`config.mk`:
```
export PLATFORM = sky130hd
export DESIGN_NAME = integer_to_radix_ascii_core
export DESIGN_NICKNAME = d
export VERILOG_FILES = /design/src/hdl/i2ra_pkg.sv /design/src/hdl/i2ra_front.sv /design/src/hdl/i2ra_queue.sv /design/src/hdl/i2ra_back.sv /design/src/hdl/integer_to_radix_ascii_core.sv
export SDC_FILE = /design/constraint.sdc
export NUM_CORES = 1
export LEC_CHECK = 0
export BUFFER_PORTS_ARGS = -buffer_cell sky130_fd_sc_hd__buf_2
export CORE_ASPECT_RATIO = 0.9
export CORE_MARGIN = 10
export CORE_UTILIZATION = 60
export CTS_CLUSTER_SIZE = 16
export DETAILED_ROUTE_END_ITERATION = 16
export PLACE_DENSITY_LB_ADDON = 0.2
export SLEW_MARGIN = 20
export SYNTH_ARGS = -nofsm -noshare
export SYNTH_HDL_FRONTEND = slang
export SYNTH_HIERARCHICAL = 1
export SYNTH_SLANG_ARGS = --single-unit
```
`constraint.sdc`:
```
create_clock -name i_clk -period 19.3 [get_ports i_clk]
set_clock_uncertainty 0.1 [all_clocks]
set_input_delay 0.965 -clock i_clk [delete_from_list [all_inputs] [get_ports i_clk]]
set_output_delay 0.965 -clock i_clk [all_outputs]
set_load 0.005 [all_outputs]
```
`src/hdl/i2ra_pkg.sv`:
```
// Shared types, constants and digit encoding for the radix ASCII converter.
package i2ra_pkg;

    localparam int VALUE_W    = 64;
    localparam int RADIX_W    = 6;
    localparam int DIGIT_W    = 6;
    localparam int CHAR_W     = 7;
    localparam int STEPS      = 8;
    localparam int CHUNKS     = VALUE_W / STEPS;
    localparam int CHUNK_W    = $clog2(CHUNKS);
    localparam int QUEUE_DEPTH = 2;

    localparam logic [RADIX_W-1:0] RADIX_MIN   = 6'd2;
    localparam logic [RADIX_W-1:0] RADIX_MAX   = 6'd36;
    localparam logic [RADIX_W-1:0] RADIX_RESET = 6'd10;

    localparam logic [DIGIT_W-1:0] DEC_BASE    = 6'd10;
    localparam logic [CHAR_W-1:0]  ASCII_ZERO  = 7'h30;
    localparam logic [CHAR_W-1:0]  ASCII_LC_A  = 7'h61;

    typedef struct packed {
        logic [VALUE_W-1:0] mag;
        logic               neg;
    } t_job;

    function automatic logic [CHAR_W-1:0] to_ascii(input logic [DIGIT_W-1:0] d);
        logic [CHAR_W-1:0] d_ext;
        d_ext = {1'b0, d};
        if (d < DEC_BASE) begin
            return ASCII_ZERO + d_ext;
        end else begin
            return ASCII_LC_A + d_ext - {1'b0, DEC_BASE};
        end
    endfunction

endpackage

```
`src/hdl/i2ra_front.sv`:
```
// Front end: radix register, request intake and sign classification.
module i2ra_front (
    input  logic                                i_clk,
    input  logic                                i_rst_n,
    input  logic                                i_radix_we,
    input  logic [i2ra_pkg::RADIX_W-1:0]        i_radix,
    input  logic                                i_in_valid,
    output logic                                o_in_stall,
    input  logic [i2ra_pkg::VALUE_W-1:0]        i_value,
    input  logic                                i_is_signed,
    input  logic                                i_q_full,
    output logic                                o_push,
    output i2ra_pkg::t_job                      o_job,
    output logic [i2ra_pkg::RADIX_W-1:0]        o_radix
);

    logic [i2ra_pkg::RADIX_W-1:0] r_radix;
    logic [i2ra_pkg::RADIX_W-1:0] n_radix;
    logic                         w_neg;

    always_comb begin
        if (i_radix < i2ra_pkg::RADIX_MIN) begin
            n_radix = i2ra_pkg::RADIX_MIN;
        end else if (i_radix > i2ra_pkg::RADIX_MAX) begin
            n_radix = i2ra_pkg::RADIX_MAX;
        end else begin
            n_radix = i_radix;
        end
    end

    always_ff @(posedge i_clk) begin
        if (!i_rst_n) begin
            r_radix <= i2ra_pkg::RADIX_RESET;
        end else if (i_radix_we) begin
            r_radix <= n_radix;
        end
    end

    assign w_neg     = i_is_signed & i_value[i2ra_pkg::VALUE_W-1];
    assign o_job.neg = w_neg;
    assign o_job.mag = w_neg ? (~i_value + 1'b1) : i_value;

    assign o_in_stall = i_q_full;
    assign o_push     = i_in_valid & ~i_q_full;
    assign o_radix    = r_radix;

endmodule

```
`src/hdl/i2ra_queue.sv`:
```
// Short request queue between the front end and the conversion engine.
module i2ra_queue (
    input  logic           i_clk,
    input  logic           i_rst_n,
    input  logic           i_push,
    input  i2ra_pkg::t_job i_job,
    output logic           o_full,
    input  logic           i_pop,
    output logic           o_valid,
    output i2ra_pkg::t_job o_job
);

    localparam int PW = (i2ra_pkg::QUEUE_DEPTH > 1) ? $clog2(i2ra_pkg::QUEUE_DEPTH) : 1;
    localparam int CW = $clog2(i2ra_pkg::QUEUE_DEPTH + 1);

    i2ra_pkg::t_job r_ent [i2ra_pkg::QUEUE_DEPTH];
    logic [PW-1:0]  r_wp;
    logic [PW-1:0]  r_rp;
    logic [CW-1:0]  r_cnt;
    logic           w_push;
    logic           w_pop;

    assign o_full  = (r_cnt == CW'(i2ra_pkg::QUEUE_DEPTH));
    assign o_valid = (r_cnt != '0);
    assign o_job   = r_ent[r_rp];
    assign w_push  = i_push & ~o_full;
    assign w_pop   = i_pop & o_valid;

    always_ff @(posedge i_clk) begin
        if (w_push) begin
            r_ent[r_wp] <= i_job;
        end
    end

    always_ff @(posedge i_clk) begin
        if (!i_rst_n) begin
            r_wp  <= '0;
            r_rp  <= '0;
            r_cnt <= '0;
        end else begin
            if (w_push) begin
                r_wp <= (r_wp == PW'(i2ra_pkg::QUEUE_DEPTH - 1)) ? '0 : r_wp + 1'b1;
            end
            if (w_pop) begin
                r_rp <= (r_rp == PW'(i2ra_pkg::QUEUE_DEPTH - 1)) ? '0 : r_rp + 1'b1;
            end
            if (w_push && !w_pop) begin
                r_cnt <= r_cnt + 1'b1;
            end else if (!w_push && w_pop) begin
                r_cnt <= r_cnt - 1'b1;
            end
        end
    end

endmodule

```
`src/hdl/i2ra_back.sv`:
```
// Conversion engine: repeated division by the radix, digit store and digit output.
module i2ra_back #(
    parameter int MAX_DIGITS = 64
) (
    input  logic                              i_clk,
    input  logic                              i_rst_n,
    input  logic [i2ra_pkg::RADIX_W-1:0]      i_radix,
    input  logic                              i_job_valid,
    input  i2ra_pkg::t_job                    i_job,
    output logic                              o_job_pop,
    output logic                              o_out_valid,
    input  logic                              i_out_stall,
    output logic [i2ra_pkg::CHAR_W-1:0]       o_digit_char,
    output logic                              o_minus_before,
    output logic                              o_last_digit
);

    localparam int IW = $clog2(MAX_DIGITS);
    localparam int CW = $clog2(MAX_DIGITS + 1);

    localparam logic [1:0] S_IDLE = 2'd0;
    localparam logic [1:0] S_DIV  = 2'd1;
    localparam logic [1:0] S_RD   = 2'd2;
    localparam logic [1:0] S_PUT  = 2'd3;

    logic [1:0]                          r_state;
    logic [i2ra_pkg::VALUE_W-1:0]        r_div;
    logic [i2ra_pkg::VALUE_W-1:0]        n_div;
    logic [i2ra_pkg::DIGIT_W-1:0]        r_rem;
    logic [i2ra_pkg::DIGIT_W-1:0]        n_rem;
    logic [i2ra_pkg::DIGIT_W:0]          w_trial;
    logic [i2ra_pkg::CHUNK_W-1:0]        r_chunk;
    logic [CW-1:0]                       r_cnt;
    logic [CW-1:0]                       n_cnt;
    logic [IW-1:0]                       r_ptr;
    logic                                r_neg;
    logic                                r_first;
    logic [i2ra_pkg::DIGIT_W-1:0]        r_rd_data;
    logic [i2ra_pkg::DIGIT_W-1:0]        r_store [MAX_DIGITS];
    logic                                w_digit_done;
    logic                                w_room;
    logic                                w_we;
    logic                                w_slot_free;
    logic                                w_put;
    logic                                r_o_valid;
    logic [i2ra_pkg::CHAR_W-1:0]         r_o_char;
    logic                                r_o_minus;
    logic                                r_o_last;

    always_comb begin
        n_rem   = r_rem;
        n_div   = r_div;
        w_trial = '0;
        for (int i = 0; i < i2ra_pkg::STEPS; i++) begin
            w_trial = {n_rem, n_div[i2ra_pkg::VALUE_W-1]};
            n_div   = {n_div[i2ra_pkg::VALUE_W-2:0], 1'b0};
            if (w_trial >= {1'b0, i_radix}) begin
                n_rem    = i2ra_pkg::DIGIT_W'(w_trial - {1'b0, i_radix});
                n_div[0] = 1'b1;
            end else begin
                n_rem = w_trial[i2ra_pkg::DIGIT_W-1:0];
            end
        end
    end

    assign w_digit_done = (r_state == S_DIV) &&
                          (r_chunk == i2ra_pkg::CHUNK_W'(i2ra_pkg::CHUNKS - 1));
    assign w_room       = (r_cnt < CW'(MAX_DIGITS));
    assign w_we         = w_digit_done & w_room;
    assign n_cnt        = w_room ? r_cnt + 1'b1 : r_cnt;
    assign w_slot_free  = ~r_o_valid | ~i_out_stall;
    assign w_put        = (r_state == S_PUT) & w_slot_free;
    assign o_job_pop    = (r_state == S_IDLE) & i_job_valid;

    always_ff @(posedge i_clk) begin
        if (w_we) begin
            r_store[r_cnt[IW-1:0]] <= n_rem;
        end
    end

    always_ff @(posedge i_clk) begin
        r_rd_data <= r_store[r_ptr];
    end

    always_ff @(posedge i_clk) begin
        if (!i_rst_n) begin
            r_state   <= S_IDLE;
            r_o_valid <= 1'b0;
        end else begin
            if (r_o_valid && !i_out_stall && !w_put) begin
                r_o_valid <= 1'b0;
            end
            unique case (r_state)
                S_IDLE: begin
                    if (i_job_valid) begin
                        r_div   <= i_job.mag;
                        r_neg   <= i_job.neg;
                        r_rem   <= '0;
                        r_chunk <= '0;
                        r_cnt   <= '0;
                        r_first <= 1'b1;
                        r_state <= S_DIV;
                    end
                end
                S_DIV: begin
                    r_div   <= n_div;
                    r_chunk <= r_chunk + 1'b1;
                    if (w_digit_done) begin
                        r_rem <= '0;
                        r_cnt <= n_cnt;
                        if (n_div == '0) begin
                            r_ptr   <= IW'(n_cnt - 1'b1);
                            r_state <= S_RD;
                        end
                    end else begin
                        r_rem <= n_rem;
                    end
                end
                S_RD: begin
                    r_state <= S_PUT;
                end
                S_PUT: begin
                    if (w_slot_free) begin
                        r_o_valid <= 1'b1;
                        r_o_char  <= i2ra_pkg::to_ascii(r_rd_data);
                        r_o_minus <= r_first & r_neg;
                        r_o_last  <= (r_ptr == '0);
                        r_first   <= 1'b0;
                        if (r_ptr == '0) begin
                            r_state <= S_IDLE;
                        end else begin
                            r_ptr   <= r_ptr - 1'b1;
                            r_state <= S_RD;
                        end
                    end
                end
                default: begin
                    r_state <= S_IDLE;
                end
            endcase
        end
    end

    assign o_out_valid    = r_o_valid;
    assign o_digit_char   = r_o_char;
    assign o_minus_before = r_o_minus;
    assign o_last_digit   = r_o_last;

endmodule

```
`src/hdl/integer_to_radix_ascii_core.sv`:
```
// Top level of the 64-bit integer to radix ASCII digit converter.
// Input channel: i_in_valid/o_in_stall carry a request of i_value and i_is_signed;
// a request is taken at a rising edge with i_in_valid high and o_in_stall low.
// Output channel: o_out_valid/i_out_stall carry one digit per transfer, most
// significant first, as o_digit_char with o_minus_before on the first digit of a
// negative number and o_last_digit on the final one.
// The radix register is written with i_radix_we/i_radix; the user must do so only
// while the block is idle, which the block does not enforce. Values outside 2 to
// 36 are clamped, and reset sets it to 10. An idle engine takes a request from
// the queue, then the divider makes a pass over the whole value for each digit,
// retiring 8 quotient bits per cycle against a 6-bit remainder. Once the quotient
// is zero, each digit in turn is read from the digit store and loaded into the
// output register; the first digit is offered once all digits are divided out.
// A two-entry request queue lets the input side keep accepting while a number is
// being converted. A stalled output holds its digit and pauses the digit readout.
// Reset is synchronous and active low; it empties the queue and the output
// register and returns the engine to idle. Only the MAX_DIGITS least significant
// digits of a number are kept and emitted.
module integer_to_radix_ascii_core #(
    parameter int MAX_DIGITS = 64
) (
    input  logic                          i_clk,
    input  logic                          i_rst_n,
    input  logic                          i_radix_we,
    input  logic [i2ra_pkg::RADIX_W-1:0]  i_radix,
    input  logic                          i_in_valid,
    output logic                          o_in_stall,
    input  logic [i2ra_pkg::VALUE_W-1:0]  i_value,
    input  logic                          i_is_signed,
    output logic                          o_out_valid,
    input  logic                          i_out_stall,
    output logic [i2ra_pkg::CHAR_W-1:0]   o_digit_char,
    output logic                          o_minus_before,
    output logic                          o_last_digit
);

    logic                         w_push;
    logic                         w_q_full;
    logic                         w_q_valid;
    logic                         w_pop;
    i2ra_pkg::t_job               w_in_job;
    i2ra_pkg::t_job               w_q_job;
    logic [i2ra_pkg::RADIX_W-1:0] w_radix;

    i2ra_front u_front (
        .i_clk       (i_clk),
        .i_rst_n     (i_rst_n),
        .i_radix_we  (i_radix_we),
        .i_radix     (i_radix),
        .i_in_valid  (i_in_valid),
        .o_in_stall  (o_in_stall),
        .i_value     (i_value),
        .i_is_signed (i_is_signed),
        .i_q_full    (w_q_full),
        .o_push      (w_push),
        .o_job       (w_in_job),
        .o_radix     (w_radix)
    );

    i2ra_queue u_queue (
        .i_clk   (i_clk),
        .i_rst_n (i_rst_n),
        .i_push  (w_push),
        .i_job   (w_in_job),
        .o_full  (w_q_full),
        .i_pop   (w_pop),
        .o_valid (w_q_valid),
        .o_job   (w_q_job)
    );

    i2ra_back #(
        .MAX_DIGITS (MAX_DIGITS)
    ) u_back (
        .i_clk          (i_clk),
        .i_rst_n        (i_rst_n),
        .i_radix        (w_radix),
        .i_job_valid    (w_q_valid),
        .i_job          (w_q_job),
        .o_job_pop      (w_pop),
        .o_out_valid    (o_out_valid),
        .i_out_stall    (i_out_stall),
        .o_digit_char   (o_digit_char),
        .o_minus_before (o_minus_before),
        .o_last_digit   (o_last_digit)
    );

    a_radix_range : assert property (@(posedge i_clk) disable iff (!i_rst_n)
        (w_radix >= i2ra_pkg::RADIX_MIN) && (w_radix <= i2ra_pkg::RADIX_MAX))
        else $error("radix register left the range 2 to 36");

    a_digit_code : assert property (@(posedge i_clk) disable iff (!i_rst_n)
        o_out_valid |->
            ((o_digit_char >= 7'h30) && (o_digit_char <= 7'h39)) ||
            ((o_digit_char >= 7'h61) && (o_digit_char <= 7'h7a)))
        else $error("digit character outside 0-9 and a-z");

    a_gap_after_last : assert property (@(posedge i_clk) disable iff (!i_rst_n)
        (o_out_valid && !i_out_stall && o_last_digit) |=> !o_out_valid)
        else $error("digit issued right after the last digit of a number");

    a_pop_with_data : assert property (@(posedge i_clk) disable iff (!i_rst_n)
        w_pop |-> w_q_valid)
        else $error("engine took a request from an empty queue");

endmodule

```
==> tab_implementation.tex, run 1 <==
\begin{tabular}{lr}
\hline
Metric & Value \\
\hline
\multicolumn{2}{l}{\textbf{Clocking}} \\
\quad H-tree Lvls & 2 \\
\quad Clk buf depth & 3 \\
\quad Number of clock buffers inserted by TritonCTS & 60 \\
\quad CTS Root Buffer Type & sky130\_fd\_sc\_hd\_\_clkbuf\_16 \\
\quad TritonCTS clock tree & done \\
\quad Clock insertion delay at the later pin of the skew report & around 0.64 ns \\
\quad CTS sink cnt & between 600 and 700 \\
\quad Clock transition time at the flip-flop clock pins of the worst setup and hold paths & roughly 0.06 ns \\
\multicolumn{2}{l}{\textbf{Worst setup path}} \\
\quad Dominant cell type by count on the critical path & sky130\_fd\_sc\_hd\_\_ha\_1 \\
\quad Worst Setup End Kind & flip-flop \\
\quad Capturing point of the worst reg2reg path & u\_back/r\_store[57][4] \\
\quad Cell type of the slowest stage on the worst timing path & sky130\_fd\_sc\_hd\_\_ha\_1 \\
\quad Path depth of the worst reg2reg path & 72 \\
\quad Number of buffers and inverters on the critical path & 8 \\
\quad Critical Path RT & 19.48 ns \\
\quad Crit-path max FO & 64 \\
\quad Type of the worst setup path & reg -> reg \\
\quad Register-to-Register Setup Slack & roughly 1.4 ns \\
\quad Data arrival at the endpoint of the critical path & between 15 and 20 ns \\
\quad Launching element type of the critical path & flip-flop \\
\quad Crit path max-delay family & compound AO/OA/AOI/OAI gates \\
\quad Startpoint of the lowest-slack register-to-register path & u\_front/o\_radix[4] \\
\quad Number of stages on the worst setup path & 72 \\
\quad Critical Path Max Stage Delay & around 0.46 ns \\
\multicolumn{2}{l}{\textbf{Place}} \\
\quad Post-detailed-placement half-perimeter wirelength & 43700 um \\
\quad \# port buffers & 86 \\
\quad Routability-driven placement congestion ratio & 0.900 \\
\quad Placement Cell Area & just over 0.03 sq mm \\
\multicolumn{2}{l}{\textbf{STA}} \\
\quad Final hold slack & 0.407 ns \\
\quad Minimum period implied by the final worst setup slack & roughly 18 ns \\
\quad Number of failing setup endpoints in the final timing report & 0 \\
\quad Max transition margin & 0.308 \\
\quad Final TNS setup & 0 ns \\
\quad Unrepaired setup endpoints after global routing & no \\
\quad Final max-slew violation count & 0 \\
\quad Hold Violations, Final & 0 \\
\quad Share of the cycle needed by the critical path after routing & 0.928 \\
\quad Fmax & 0.0558 GHz \\
\quad Worst-margin pin slew & approximately 1.0 ns \\
\multicolumn{2}{l}{\textbf{Die}} \\
\quad Die X & approximately 250 um \\
\quad Full die area & between 0.05 and 0.06 sq mm \\
\quad CORE AREA & 0.0480 sq mm \\
\quad Ports & 87 \\
\quad Die span in y & 230 um \\
\quad Count of standard-cell rows & 76 \\
\quad Effective utilization at floorplan & 0.609 \\
\multicolumn{2}{l}{\textbf{Routing}} \\
\quad Count of vias placed by the detailed router & $\sim$18000 \\
\quad Initial DRT Pass Iterations & 6 \\
\quad WL final & around 70000 um \\
\quad Number of routed nets with antenna violations & 0 \\
\quad Residual DRC count & 0 \\
\quad DR iter-0 viols & around 1900 \\
\quad Via/cell ratio & 6.48 \\
\quad Detailed-route wire length per cell & 25.6 um \\
\multicolumn{2}{l}{\textbf{Hold path}} \\
\quad Min-delay worst type & reg -> reg \\
\quad Hold path depth & 2 \\
\quad Worst Min Path Start & u\_back/o\_out\_valid \\
\quad Endpoint, Worst Hold & u\_back/o\_out\_valid \\
\multicolumn{2}{l}{\textbf{Logic synthesis}} \\
\quad Cell area after synthesis & 0.0293 sq mm \\
\quad Total number of yosys warnings & 6 \\
\quad Adder-cell share of the synthesized area & 0.0303 \\
\quad Total of flip-flops plus latches after synthesis & approximately 630 \\
\quad Mean post-synth cell area & between 15 and 20 sq um \\
\quad Synth Area in Compound Gates & 0.0572 \\
\quad Share of the yosys chip area belonging to registers & 0.641 \\
\quad Post-synthesis xor/xnor area fraction & 0.0287 \\
\quad FFs w/ async S/R, synth & 0 \\
\quad Mux cell area share after synthesis & 0.131 \\
\quad Largest family of logic cells by synthesized area & multiplexers \\
\quad Simple-Gate Fraction of Synth Area & 0.0919 \\
\quad Count of flip-flops with a built-in enable after synthesis & approximately 610 \\
\quad Number of cells produced by synthesis & approximately 1900 \\
\quad Post-synth cell types & 89 \\
\quad Top\_reg\_cell synth & sky130\_fd\_sc\_hd\_\_edfxtp\_1 \\
\quad Syn nets & between 2000 and 2500 \\
\multicolumn{2}{l}{\textbf{Final layout}} \\
\quad Final Cell Area & between 0.03 and 0.04 sq mm \\
\quad Diodes inserted & 0 \\
\quad Fraction of final layout cells sized beyond drive strength 1 & 0.232 \\
\quad Most common cell after layout, fill and taps aside & sky130\_fd\_sc\_hd\_\_edfxtp\_1 \\
\quad Highest-count cells in the layout ignoring fill and taps & 611 x sky130\_fd\_sc\_hd\_\_edfxtp\_1, 236 x sky130\_fd\_sc\_hd\_\_nand2\_1, 136 x sky130\_fd\_sc\_hd\_\_nor2\_1, 126 x sky130\_fd\_sc\_hd\_\_mux4\_2, 86 x sky130\_fd\_sc\_hd\_\_buf\_2 \\
\quad Post-synthesis to final-layout area growth & 11.8\% \\
\quad Final core occ & 0.681 \\
\quad Final nets & roughly 2200 \\
\multicolumn{2}{l}{\textbf{Global routing}} \\
\quad Global-route wire length before repair & between 100000 and 150000 um \\
\quad Via count of the first global-routing pass & 17300 \\
\quad Largest net degree at the start of global routing & between 80 and 90 \\
\quad Global route overflow & 0 \\
\quad Initial antenna violation count & 2 \\
\quad Tot GR Track Use & 0.236 \\
\multicolumn{2}{l}{\textbf{Run status}} \\
\quad Status & completed \\
\multicolumn{2}{l}{\textbf{Flow run}} \\
\quad Max\_cap viols & 0 \\
\hline
\end{tabular}
## layer usage
| layer | share of wire | global-route usage | up-vias |
|---|---|---|---|
| met3 | 0.093 | 0.0389 | 109 |
| met5 | 0.00034 | 0 | - |
| li1 | - | - | 7705 |
| met1 | 0.42 | 0.350 | 8970 |
| met4 | 0.020 | 0.0619 | 4 |
| met2 | 0.46 | 0.359 | 869 |
## synthesized netlist by cell type, types with 14 or more instances
master                     number  share of area
sky130_fd_sc_hd__a21oi_1       50         0.0086
sky130_fd_sc_hd__ha_1          58          0.025
sky130_fd_sc_hd__mux2i_1       16         0.0055
sky130_fd_sc_hd__xor2_1        56          0.017
sky130_fd_sc_hd__dfxtp_1       20          0.014
sky130_fd_sc_hd__inv_1         61         0.0078
sky130_fd_sc_hd__edfxtp_1     611           0.63
sky130_fd_sc_hd__buf_1         22         0.0028
sky130_fd_sc_hd__nor4_1        21         0.0045
sky130_fd_sc_hd__o21a_1        14         0.0036
sky130_fd_sc_hd__clkbuf_1      41         0.0053
sky130_fd_sc_hd__nor3_1        20         0.0034
sky130_fd_sc_hd__nand3_1       24         0.0041
sky130_fd_sc_hd__nor2b_1       19         0.0041
sky130_fd_sc_hd__xnor2_1       40          0.012
sky130_fd_sc_hd__a21o_1        14         0.0036
sky130_fd_sc_hd__nand2_1      237          0.030
sky130_fd_sc_hd__o21ai_0       59          0.010
sky130_fd_sc_hd__nor2_1       136          0.017
sky130_fd_sc_hd__a31oi_1       22         0.0047
sky130_fd_sc_hd__mux4_2       126          0.097
sky130_fd_sc_hd__mux2_2        72          0.028
## sequential cells by signal, summed over array words and instances, names as in the netlist, 3 cells and up, named ones only
signal	cells
u_back/o_digit_char	7
u_queue/r_ent	130
u_back/r_chunk	3
u_front/o_radix	6
u_back/r_store	384
u_back/r_rem	6
u_back/r_rd_data	6
u_back/r_ptr	6
u_back/r_div	64
u_back/r_cnt	7
## metrics by stage
stage,setup WS (ns),std cells
floorplan,1.89,1942
global placement,1.26,2596
detailed placement,0.642,2596
CTS,0.515,2710
global route,0.0368,2724
finish,1.39,2724
## cell families (layout without fill, tap and decap cells)
kind of cell               count (synthesis)  count (layout)
muxes                                    216             216
AOI/OAI and AO/OA                        242             243
DFF                                      631             631
adders and majority gates                 66              66
buffers and inverters                    138             295
and+or+nand+nor                          553             553
xor gates and xnor gates                  96              96
## cell type report
class                      instances  area [sq um]
clock buffer                      76          1650
clock inverter                    38           518
fill                            3142         15300
inverter                          62           240
multi-input combinational       1174         10100
sequential                       631         18800
tap                              624           781
timing repair buffer             119           708
## worst register-to-register path, delay by kind of cell, from the launching register on
kind	cells	cell delay (ns)
muxes	4	1.41
DFF	1	0.37
AOI/OAI and AO/OA	40	9.58
and+or+nand+nor	12	2.27
buffers and inverters	8	1.13
adders and majority gates	8	2.64
## repair_timing
| item | CTS | global route |
|---|---|---|
| resized for setup | 0 | 20 |
| hold buffers | 0 | 0 |
| buffers inserted | 0 | 13 |
| setup endpoints to repair | 0 | 399 |
## worst max-delay path by stage
stage / from / to / slack [ns]
2_1_floorplan: u_front/o_radix[1] / u_back/r_store[0][0] / 1.89
3_3_place_gp: u_front/o_radix[1] / u_back/r_store[46][1] / 1.26
3_5_place_dp: u_front/o_radix[1] / u_back/r_store[46][1] / 0.64
4_1_cts: u_front/o_radix[1] / u_back/r_store[42][1] / 0.51
5_1_grt: u_front/o_radix[4] / u_back/r_store[38][4] / 0.04
6_report: u_front/o_radix[4] / u_back/r_store[57][4] / 1.39
Power of run 1 is not shown: default switching activity piles up to over one toggle a cycle in this logic, so the estimate is an artifact.
==> run 2: changes to the inputs <==
- PLACE_DENSITY_LB_ADDON: 0.2 -> 0.05
==> tab_implementation.tex, run 2 (synthesis results as in run 1) <==
\begin{tabular}{lr}
\hline
Metric & Value \\
\hline
\multicolumn{2}{l}{\textbf{Routing}} \\
\quad Residual DRC count & 0 (unchanged) \\
\quad DR iter-0 viols & 1682 (was 1872) \\
\quad Number of routed nets with antenna violations & 0 (unchanged) \\
\quad Initial DRT Pass Iterations & 7 (was 6) \\
\quad WL final & 67100 um (was 69600 um) \\
\quad Via/cell ratio & 6.31 (was 6.48) \\
\quad Detailed-route wire length per cell & 24.7 um (was 25.6 um) \\
\quad Count of vias placed by the detailed router & 17200 (was 17700) \\
\multicolumn{2}{l}{\textbf{Clocking}} \\
\quad CTS sink cnt & 631 (unchanged) \\
\quad Clock insertion delay at the later pin of the skew report & 0.61 ns (was 0.64 ns) \\
\quad Number of clock buffers inserted by TritonCTS & 60 (unchanged) \\
\quad Clock transition time at the flip-flop clock pins of the worst setup and hold paths & 0.06 ns (about the same) \\
\quad H-tree Lvls & 2 (unchanged) \\
\quad Clk buf depth & 3 (unchanged) \\
\quad TritonCTS clock tree & done (unchanged) \\
\quad CTS Root Buffer Type & sky130\_fd\_sc\_hd\_\_clkbuf\_16 (unchanged) \\
\multicolumn{2}{l}{\textbf{Die}} \\
\quad Ports & 87 (unchanged) \\
\quad Die span in y & 230 um (unchanged) \\
\quad Full die area & 0.0580 sq mm (unchanged) \\
\quad Effective utilization at floorplan & 0.609 (unchanged) \\
\quad Die X & 253 um (unchanged) \\
\quad Count of standard-cell rows & 76 (unchanged) \\
\quad CORE AREA & 0.0480 sq mm (unchanged) \\
\multicolumn{2}{l}{\textbf{Place}} \\
\quad \# port buffers & 86 (unchanged) \\
\quad Post-detailed-placement half-perimeter wirelength & 43900 um (was 43700 um) \\
\quad Routability-driven placement congestion ratio & 0.907 (was 0.900) \\
\multicolumn{2}{l}{\textbf{Worst setup path}} \\
\quad Number of buffers and inverters on the critical path & 7 (was 8) \\
\quad Worst Setup End Kind & flip-flop (unchanged) \\
\quad Cell type of the slowest stage on the worst timing path & sky130\_fd\_sc\_hd\_\_mux2\_4 (was sky130\_fd\_sc\_hd\_\_ha\_1) \\
\quad Type of the worst setup path & reg -> reg (unchanged) \\
\quad Launching element type of the critical path & flip-flop (unchanged) \\
\quad Data arrival at the endpoint of the critical path & 18.07 ns (was 18.09 ns) \\
\quad Critical Path Max Stage Delay & 0.52 ns (was 0.46 ns) \\
\quad Critical Path RT & 19.45 ns (was 19.48 ns) \\
\quad Crit path max-delay family & compound AO/OA/AOI/OAI gates (unchanged) \\
\quad Crit-path max FO & 64 (unchanged) \\
\multicolumn{2}{l}{\textbf{Global routing}} \\
\quad Tot GR Track Use & 0.230 (was 0.236) \\
\quad Global route overflow & 0 (unchanged) \\
\quad Via count of the first global-routing pass & 16900 (was 17300) \\
\quad Largest net degree at the start of global routing & 79 (was 81) \\
\quad Global-route wire length before repair & 102000 um (was 105000 um) \\
\quad Initial antenna violation count & 2 (unchanged) \\
\multicolumn{2}{l}{\textbf{STA}} \\
\quad Final TNS setup & 0 ns (unchanged) \\
\quad Hold Violations, Final & 0 (unchanged) \\
\quad Number of failing setup endpoints in the final timing report & 0 (unchanged) \\
\quad Share of the cycle needed by the critical path after routing & 0.929 (was 0.928) \\
\quad Final max-slew violation count & 0 (unchanged) \\
\quad Max transition margin & 0.299 (was 0.308) \\
\quad Final hold slack & 0.387 ns (was 0.407 ns) \\
\quad Minimum period implied by the final worst setup slack & 17.92 ns (was 17.91 ns) \\
\quad Worst-margin pin slew & 1.05 ns (was 1.04 ns) \\
\quad Fmax & 0.0558 GHz (about the same) \\
\multicolumn{2}{l}{\textbf{Final layout}} \\
\quad Diodes inserted & 0 (unchanged) \\
\quad Highest-count cells in the layout ignoring fill and taps & 611 x sky130\_fd\_sc\_hd\_\_edfxtp\_1, 236 x sky130\_fd\_sc\_hd\_\_nand2\_1, 136 x sky130\_fd\_sc\_hd\_\_nor2\_1, 126 x sky130\_fd\_sc\_hd\_\_mux4\_2, 86 x sky130\_fd\_sc\_hd\_\_buf\_2 (unchanged) \\
\quad Number of flip-flops in the largest register & 384 (unchanged) \\
\quad Post-synthesis to final-layout area growth & 11.1\% (was 11.8\%) \\
\quad Most common cell after layout, fill and taps aside & sky130\_fd\_sc\_hd\_\_edfxtp\_1 (unchanged) \\
\quad Fraction of final layout cells sized beyond drive strength 1 & 0.224 (was 0.232) \\
\quad Final nets & 2191 (was 2190) \\
\multicolumn{2}{l}{\textbf{Flow run}} \\
\quad Max\_cap viols & 0 (unchanged) \\
\multicolumn{2}{l}{\textbf{Run status}} \\
\quad Status & completed (unchanged) \\
\multicolumn{2}{l}{\textbf{Hold path}} \\
\quad Min-delay worst type & reg -> reg (unchanged) \\
\hline
\end{tabular}
run 2: timing repair:
| item | 4_1_cts | 5_1_grt |
|---|---|---|
| buffers inserted | 0 | 11 |
| hold buffers | 0 | 0 |
| setup endpoints to repair | 0 | 399 |
| gates resized for setup | 0 | 10 |
run 2: area by class of cell:
cell class	count	area, sq um
sequential	631	18800
fill	3269	15500
multi-input combinational	1174	10000
clock buffer	82	1690
tap	624	781
timing repair buffer	120	709
clock inverter	26	334
inverter	62	240
run 2: final timing paths:
kind                                         start               endpoint  slack, ns  depth (start not counted)
worst max-delay path            u_front/o_radix[4]  u_back/r_store[12][1]       1.38                         72
worst min-delay path            u_back/o_out_valid     u_back/o_out_valid       0.39                          2
worst max register to register  u_front/o_radix[4]  u_back/r_store[12][1]       1.38                         72
worst min register to register  u_back/o_out_valid     u_back/o_out_valid       0.39                          2
run 2: through the flow:
step	area [sq um]	worst slack [ns]	instances	util
global placement	30400	1.16	2598	0.632
detailed placement	30400	0.540	2598	0.632
CTS	32400	0.444	2706	0.674
global route	32500	-0.0510	2719	0.677
finish	32500	1.38	2719	0.677
floorplan	29300	1.89	1942	-
run 2: worst reg2reg max path, delay by kind of cell, from the launching register on:
kind	cells	cell delay, ns
AO/OA/AOI/OAI	38	9.26
adder cells (fa/ha/maj)	8	2.58
buffers and inverters	7	0.86
flip-flops	1	0.37
multiplexers	4	1.58
AND/OR/NAND/NOR	15	2.73
run 2: routing by layer:
layer	share of wire	vias to the layer above	GRT usage
met5	0.00019	-	0
met4	0.019	2	0.0568
met3	0.085	87	0.0417
met2	0.44	730	0.333
met1	0.45	8672	0.355
li1	-	7677	-
Power of run 2 is left out for the same reason.
